File: config.mk
export PLATFORM = sky130hd
export DESIGN_NAME = gasp_shelf
export DESIGN_NICKNAME = d
export VERILOG_FILES = /design/src/rtl/gasp_pkg.sv /design/src/rtl/gasp_shelf.sv
export SDC_FILE = /design/constraint.sdc
export NUM_CORES = 1
export LEC_CHECK = 0
export BUFFER_PORTS_ARGS = -buffer_cell sky130_fd_sc_hd__buf_2
export CORE_ASPECT_RATIO = 1.5
export CORE_MARGIN = 5
export CORE_UTILIZATION = 53
export CTS_BUF_LIST = sky130_fd_sc_hd__clkbuf_16
export CTS_CLUSTER_DIAMETER = 80
export DETAILED_ROUTE_END_ITERATION = 16
export PLACE_DENSITY = 0.79
export SYNTH_ARGS = -nofsm -noshare
export SYNTH_HDL_FRONTEND = slang
export SYNTH_SLANG_ARGS = --single-unit
File: constraint.sdc
create_clock -name clk -period 19.6 [get_ports clk]
set_input_delay 3.92 -clock clk [delete_from_list [all_inputs] [get_ports clk]]
set_output_delay 3.92 -clock clk [all_outputs]
set_load 0.03 [all_outputs]
File: src/rtl/gasp_pkg.sv
`default_nettype none
package gasp_pkg;

	localparam int TABLE_ENTRIES = 256;
	localparam int IDX_W         = $clog2(TABLE_ENTRIES);
	localparam int MAX_PAGES     = 16;
	localparam int PAGES_W       = $clog2(MAX_PAGES + 1);

	localparam int SIZE_W     = 13;
	localparam int CP_W       = 21;
	localparam int DIM_W      = 10;
	localparam int POS_W      = 12;
	localparam int PAGE_W     = 4;
	localparam int STATUS_W   = 3;
	localparam int PAD        = 1;
	localparam int SIZE_MIN   = 16;
	localparam int SIZE_MAX   = 4096;
	localparam int SIZE_RESET = 1024;

	localparam int IN_TDATA_W  = 48;
	localparam int OUT_TDATA_W = 56;

	typedef enum logic [STATUS_W-1:0] {
		ST_HIT     = 3'd0,
		ST_PLACED  = 3'd1,
		ST_NODRAW  = 3'd2,
		ST_FULL    = 3'd3,
		ST_LIMIT   = 3'd4,
		ST_CLEARED = 3'd5
	} status_t;

	typedef struct packed {
		logic [DIM_W-1:0]  height;
		logic [DIM_W-1:0]  width;
		logic [POS_W-1:0]  y;
		logic [POS_W-1:0]  x;
		logic [PAGE_W-1:0] page;
		logic              drawable;
	} place_t;

	localparam int PLACE_W = $bits(place_t);

	typedef struct packed {
		logic clear;
		logic commit;
	} shelf_ctl_t;

	typedef struct packed {
		logic              limit;
		logic [PAGE_W-1:0] page;
		logic [POS_W-1:0]  x;
		logic [POS_W-1:0]  y;
	} shelf_res_t;

	function automatic logic [IDX_W-1:0] key_hash(input logic [CP_W-1:0] cp);
		logic [IDX_W-1:0] h;
		h = '0;
		for (int i = 0; i < CP_W; i++) begin
			h[i % IDX_W] = h[i % IDX_W] ^ cp[i];
		end
		return h;
	endfunction

endpackage
`default_nettype wire

File: src/rtl/gasp_shelf.sv
`default_nettype none
module gasp_shelf import gasp_pkg::*; (
	input  logic               clk,
	input  logic               arst_n,
	input  shelf_ctl_t         ctl,
	input  logic [SIZE_W-1:0]  size,
	input  logic [DIM_W-1:0]   glyph_width,
	input  logic [DIM_W-1:0]   glyph_height,
	output shelf_res_t         res
);

	logic [SIZE_W-1:0]  cur_x_q;
	logic [SIZE_W-1:0]  cur_y_q;
	logic [DIM_W-1:0]   row_h_q;
	logic [PAGES_W-1:0] pages_q;

	logic [SIZE_W:0]    end_x;
	logic               wrap;
	logic [SIZE_W:0]    wx;
	logic [SIZE_W:0]    wy;
	logic [DIM_W-1:0]   wrh;
	logic [SIZE_W:0]    end_y;
	logic               fits;
	logic [PAGES_W-1:0] new_pages;
	logic [SIZE_W:0]    px;
	logic [SIZE_W:0]    py;
	logic [DIM_W-1:0]   prh;
	logic [SIZE_W:0]    next_x;

	always_comb begin
		end_x = (SIZE_W+1)'(cur_x_q) + (SIZE_W+1)'(glyph_width) + (SIZE_W+1)'(PAD);
		wrap  = end_x > (SIZE_W+1)'(size);
		wx    = wrap ? (SIZE_W+1)'(PAD) : (SIZE_W+1)'(cur_x_q);
		wy    = wrap ? (SIZE_W+1)'(cur_y_q) + (SIZE_W+1)'(row_h_q) + (SIZE_W+1)'(PAD)
			: (SIZE_W+1)'(cur_y_q);
		wrh   = wrap ? '0 : row_h_q;
		end_y = wy + (SIZE_W+1)'(glyph_height) + (SIZE_W+1)'(PAD);
		fits  = (pages_q != '0) && (end_y <= (SIZE_W+1)'(size));

		new_pages = fits ? pages_q : pages_q + PAGES_W'(1);
		px        = fits ? wx : (SIZE_W+1)'(PAD);
		py        = fits ? wy : (SIZE_W+1)'(PAD);
		prh       = fits ? wrh : '0;
		next_x    = px + (SIZE_W+1)'(glyph_width) + (SIZE_W+1)'(PAD);

		res.limit = !fits && (pages_q >= PAGES_W'(MAX_PAGES));
		res.page  = PAGE_W'(new_pages - PAGES_W'(1));
		res.x     = px[POS_W-1:0];
		res.y     = py[POS_W-1:0];
	end

	always_ff @(posedge clk or negedge arst_n) begin
		if (!arst_n) begin
			cur_x_q <= SIZE_W'(PAD);
			cur_y_q <= SIZE_W'(PAD);
			row_h_q <= '0;
			pages_q <= '0;
		end else if (ctl.clear) begin
			cur_x_q <= SIZE_W'(PAD);
			cur_y_q <= SIZE_W'(PAD);
			row_h_q <= '0;
			pages_q <= '0;
		end else if (ctl.commit) begin
			cur_x_q <= next_x[SIZE_W-1:0];
			cur_y_q <= py[SIZE_W-1:0];
			row_h_q <= (glyph_height > prh) ? glyph_height : prh;
			pages_q <= new_pages;
		end
	end

endmodule
`default_nettype wire

==> out/qor.csv <==
stage;metric;value;unit
clocking;CTS tree;done;
place;hpwl dp;10.8;mm
timing;period utilization;86.7;%
worst_setup_path;Worst Path Arrival;13.07;ns
floorplanning;placeable core area;9310;um^2
timing;clock skew;0.00552;ns
routing;Iter 0 DRT Violations;253;
worst_setup_path;Critical Path RT;15.68;ns
floorplanning;die area;11700;um^2
worst_setup_path;CP max stage delay;0.77;ns
clocking;clock slew at reported path FFs;0.06;ns
clocking;Worst-Skew Late Latency;0.29;ns
floorplanning;Initial Utilization;54.6;%
synth;Most used DFF post-synth;dfrtp_1;
floorplanning;die height;130;um
worst_setup_path;most frequent CP cell;a21oi_1;
finish;layout filler cell count;835;
synth;Post-synth ARST share;100;%
synth;EDFF count, synth;0;
synth;synth top area cells;ha_1, dfrtp_1, nor2_1;
grt;first-pass GRT wire length;22.2;mm
worst_setup_path;Slowest-stage cell, CP;nor2_2;
grt;all-layer global routing usage;23.3;%
synth;cells after synthesis;607;
timing;Tmin final;16.99;ns
finish;n_diodes;0;
grt;vias in the first global route;4733;
worst_setup_path;critical path type;input pin to output port;
clocking;number of buffers created by CTS;5;
power_and_ir_drop;Pwr per Cell Area;66.8;nW/um^2
timing;Fin Setup TNS;0;ns
timing;unrepaired setup endpoints after global routing;no;
power_and_ir_drop;leakage;2.87;nW
routing;Routed Antenna Nets;0;
routing;Total Routed Length;13.7;mm
routing;DRC viols;0;
clocking;CTS sink count;41;
grt;initial antenna violation count;0;
finish;share of cells above drive strength 1;15.0;%
synth;yosys warns;0;
worst_setup_path;CP startpoint kind;input pin;
finish;Nets;782;
hold_path;Hold Crit Class;register to register;
synth;synthesized area;5080;um^2
routing;wire length per cell;17.7;um
timing;worst slew pin tran;1.01;ns
routing;vias per cell;6.06;
synth;count leader, synth;ha_1;
synth;Seq/Total Area, Yosys;20.3;%
worst_setup_path;endpoint type of the worst setup path;output port;
synth;Yosys top cell area share;19.7;%
clocking;post-CTS repair timing setup buffer count;0;
power_and_ir_drop;Worst VDD drop;0.0417;mV
timing;final hold vios;0;
clocking;Max Root-Sink Buffers;2;
place;port bufs;65;
routing;total number of vias;4681;
synth;Cell variety after synth;67;
timing;max_slew headroom;32.7;%
synth;Post-synth top cells;ha_1, nor2_1, inv_1, a21oi_1, nand2_1;
finish;Synth-to-Final Area Change;10.3;%
routing;drt first pass iters;5;
power_and_ir_drop;total power;374;uW
outcome;status;completed;
synth;Mapped Nets;728;
clocking;post_cts resized;0;
clocking;hold buffers post-CTS;0;
floorplanning;Chip Width;89.9;um
grt;grt ovf;0;
flow_run;max cap viols;0;
floorplanning;FP Rows;43;
synth;dominant cell type by area after synthesis;ha_1;
timing;Final Setup Violations;0;
synth;Synth Register Bits;41;
place;routability congestion estimate;0.937;
timing;final max-slew violation count;0;
timing;fmax;58.9;MHz
worst_setup_path;crit-path max FO;24;
floorplanning;Ports;66;
synth;Mean Syn Cell Area;8.36;um^2
clocking;H-Tree Level Count;2;
grt;pin count of the biggest net entering global routing;42;
clocking;Root Driver;clkbuf_16;
[worst paths after layout]
path                           startpoint           to  slack [ns]  cells past startpoint
min in group asynchronous          arst_n   cur_x_q[7]        3.80                      1
max in group asynchronous          arst_n   cur_y_q[2]       15.17                      1
min reg2reg                    row_h_q[0]   row_h_q[0]        0.51                      1
max reg2reg                    cur_x_q[0]  cur_x_q[12]        8.16                     51
min                            row_h_q[0]   row_h_q[0]        0.51                      1
max                        glyph_width[0]      res[13]        2.61                     43
[where the power goes]
group / total [mW] / internal, mW / leakage, nW / switching [mW]
clock network: 0.0811 / 0.0461 / 0.0633 / 0.0350
logic: 0.197 / 0.0734 / 2.25 / 0.124
registers: 0.0961 / 0.0901 / 0.553 / 0.00600
total: 0.374 / 0.210 / 2.87 / 0.165
[sequential cells by signal (all words and copies together), names as in the netlist]
register / cells
cur_x_q: 13
cur_y_q: 13
row_h_q: 10
pages_q: 5
[cells by family (layout without fill, tap and decap cells)]
kind of cell / after synthesis / count (layout) / synth area share, %
adder cells (fa/ha/maj): 84 / 84 / 21.3
buffers and inverters: 71 / 125 / 5.67
XOR/XNOR: 35 / 35 / 6.04
AO/OA/AOI/OAI: 164 / 164 / 24.2
AND/OR/NAND/NOR: 198 / 198 / 19.8
multiplexers: 14 / 14 / 2.81
flip-flops: 41 / 41 / 20.3
[metrics by stage]
step	cell area, um^2	setup WS, ns	std cells	hold slack, ns	util (%)
2_1_floorplan	5080	3.03	607	0.466	-
3_3_place_gp	5460	3.04	766	0.490	58.7
3_5_place_dp	5460	2.62	766	0.500	58.7
4_1_cts	5600	2.62	773	0.519	60.1
5_1_grt	5600	1.67	773	0.523	60.1
6_report	5600	2.61	773	0.512	60.1
[metal layers]
metal | wire, um | GRT usage (%) | part of all wire [%] | vias to the layer above
met5 | 0 | 0 | 0 | -
met4 | 653 | 12.2 | 4.8 | 0
met3 | 660 | 3.58 | 4.8 | 45
met2 | 7030 | 44.2 | 51 | 141
met1 | 5320 | 24.6 | 39 | 2227
li1 | - | - | - | 2268
[layout make-up]
type	count	area, um^2	area share [%]
clock inverters	2	11.3	0.201
flip-flops and latches	41	1030	18.4
well taps	112	140	2.50
inverters	51	191	3.42
repair buffers	67	340	6.08
clock buffers	5	125	2.24
multi-input cells	495	3760	67.2
[cells in the final DEF, fill, tap and decap left out, types with 9 or more instances in the layout]
cell type / netlist / final
nor3_1: 10 / 10
xnor2_1: 24 / 24
nand2b_1: 21 / 21
inv_1: 51 / 51
ha_1: 80 / 80
nand2_1: 40 / 40
a21o_1: 17 / 17
o21a_1: 9 / 9
dfrtp_1: 39 / 39
a21oi_1: 40 / 40
buf_2: 2 / 65
and2_1: 13 / 13
mux2i_1: 12 / 12
nor2b_1: 17 / 17
nor2_1: 59 / 59
o21ai_0: 27 / 27
nand3_1: 12 / 12
a22o_1: 10 / 10
xor2_1: 11 / 11
[worst max-delay path: cells and delay by family]
family          cells  cell delay [ns]
simple gates        9             2.44
fa+ha+maj           5             1.49
xor+xnor            2             0.29
compound gates     21             4.27
buf+inv             6             0.66
(Power assumes the default switching activity.)
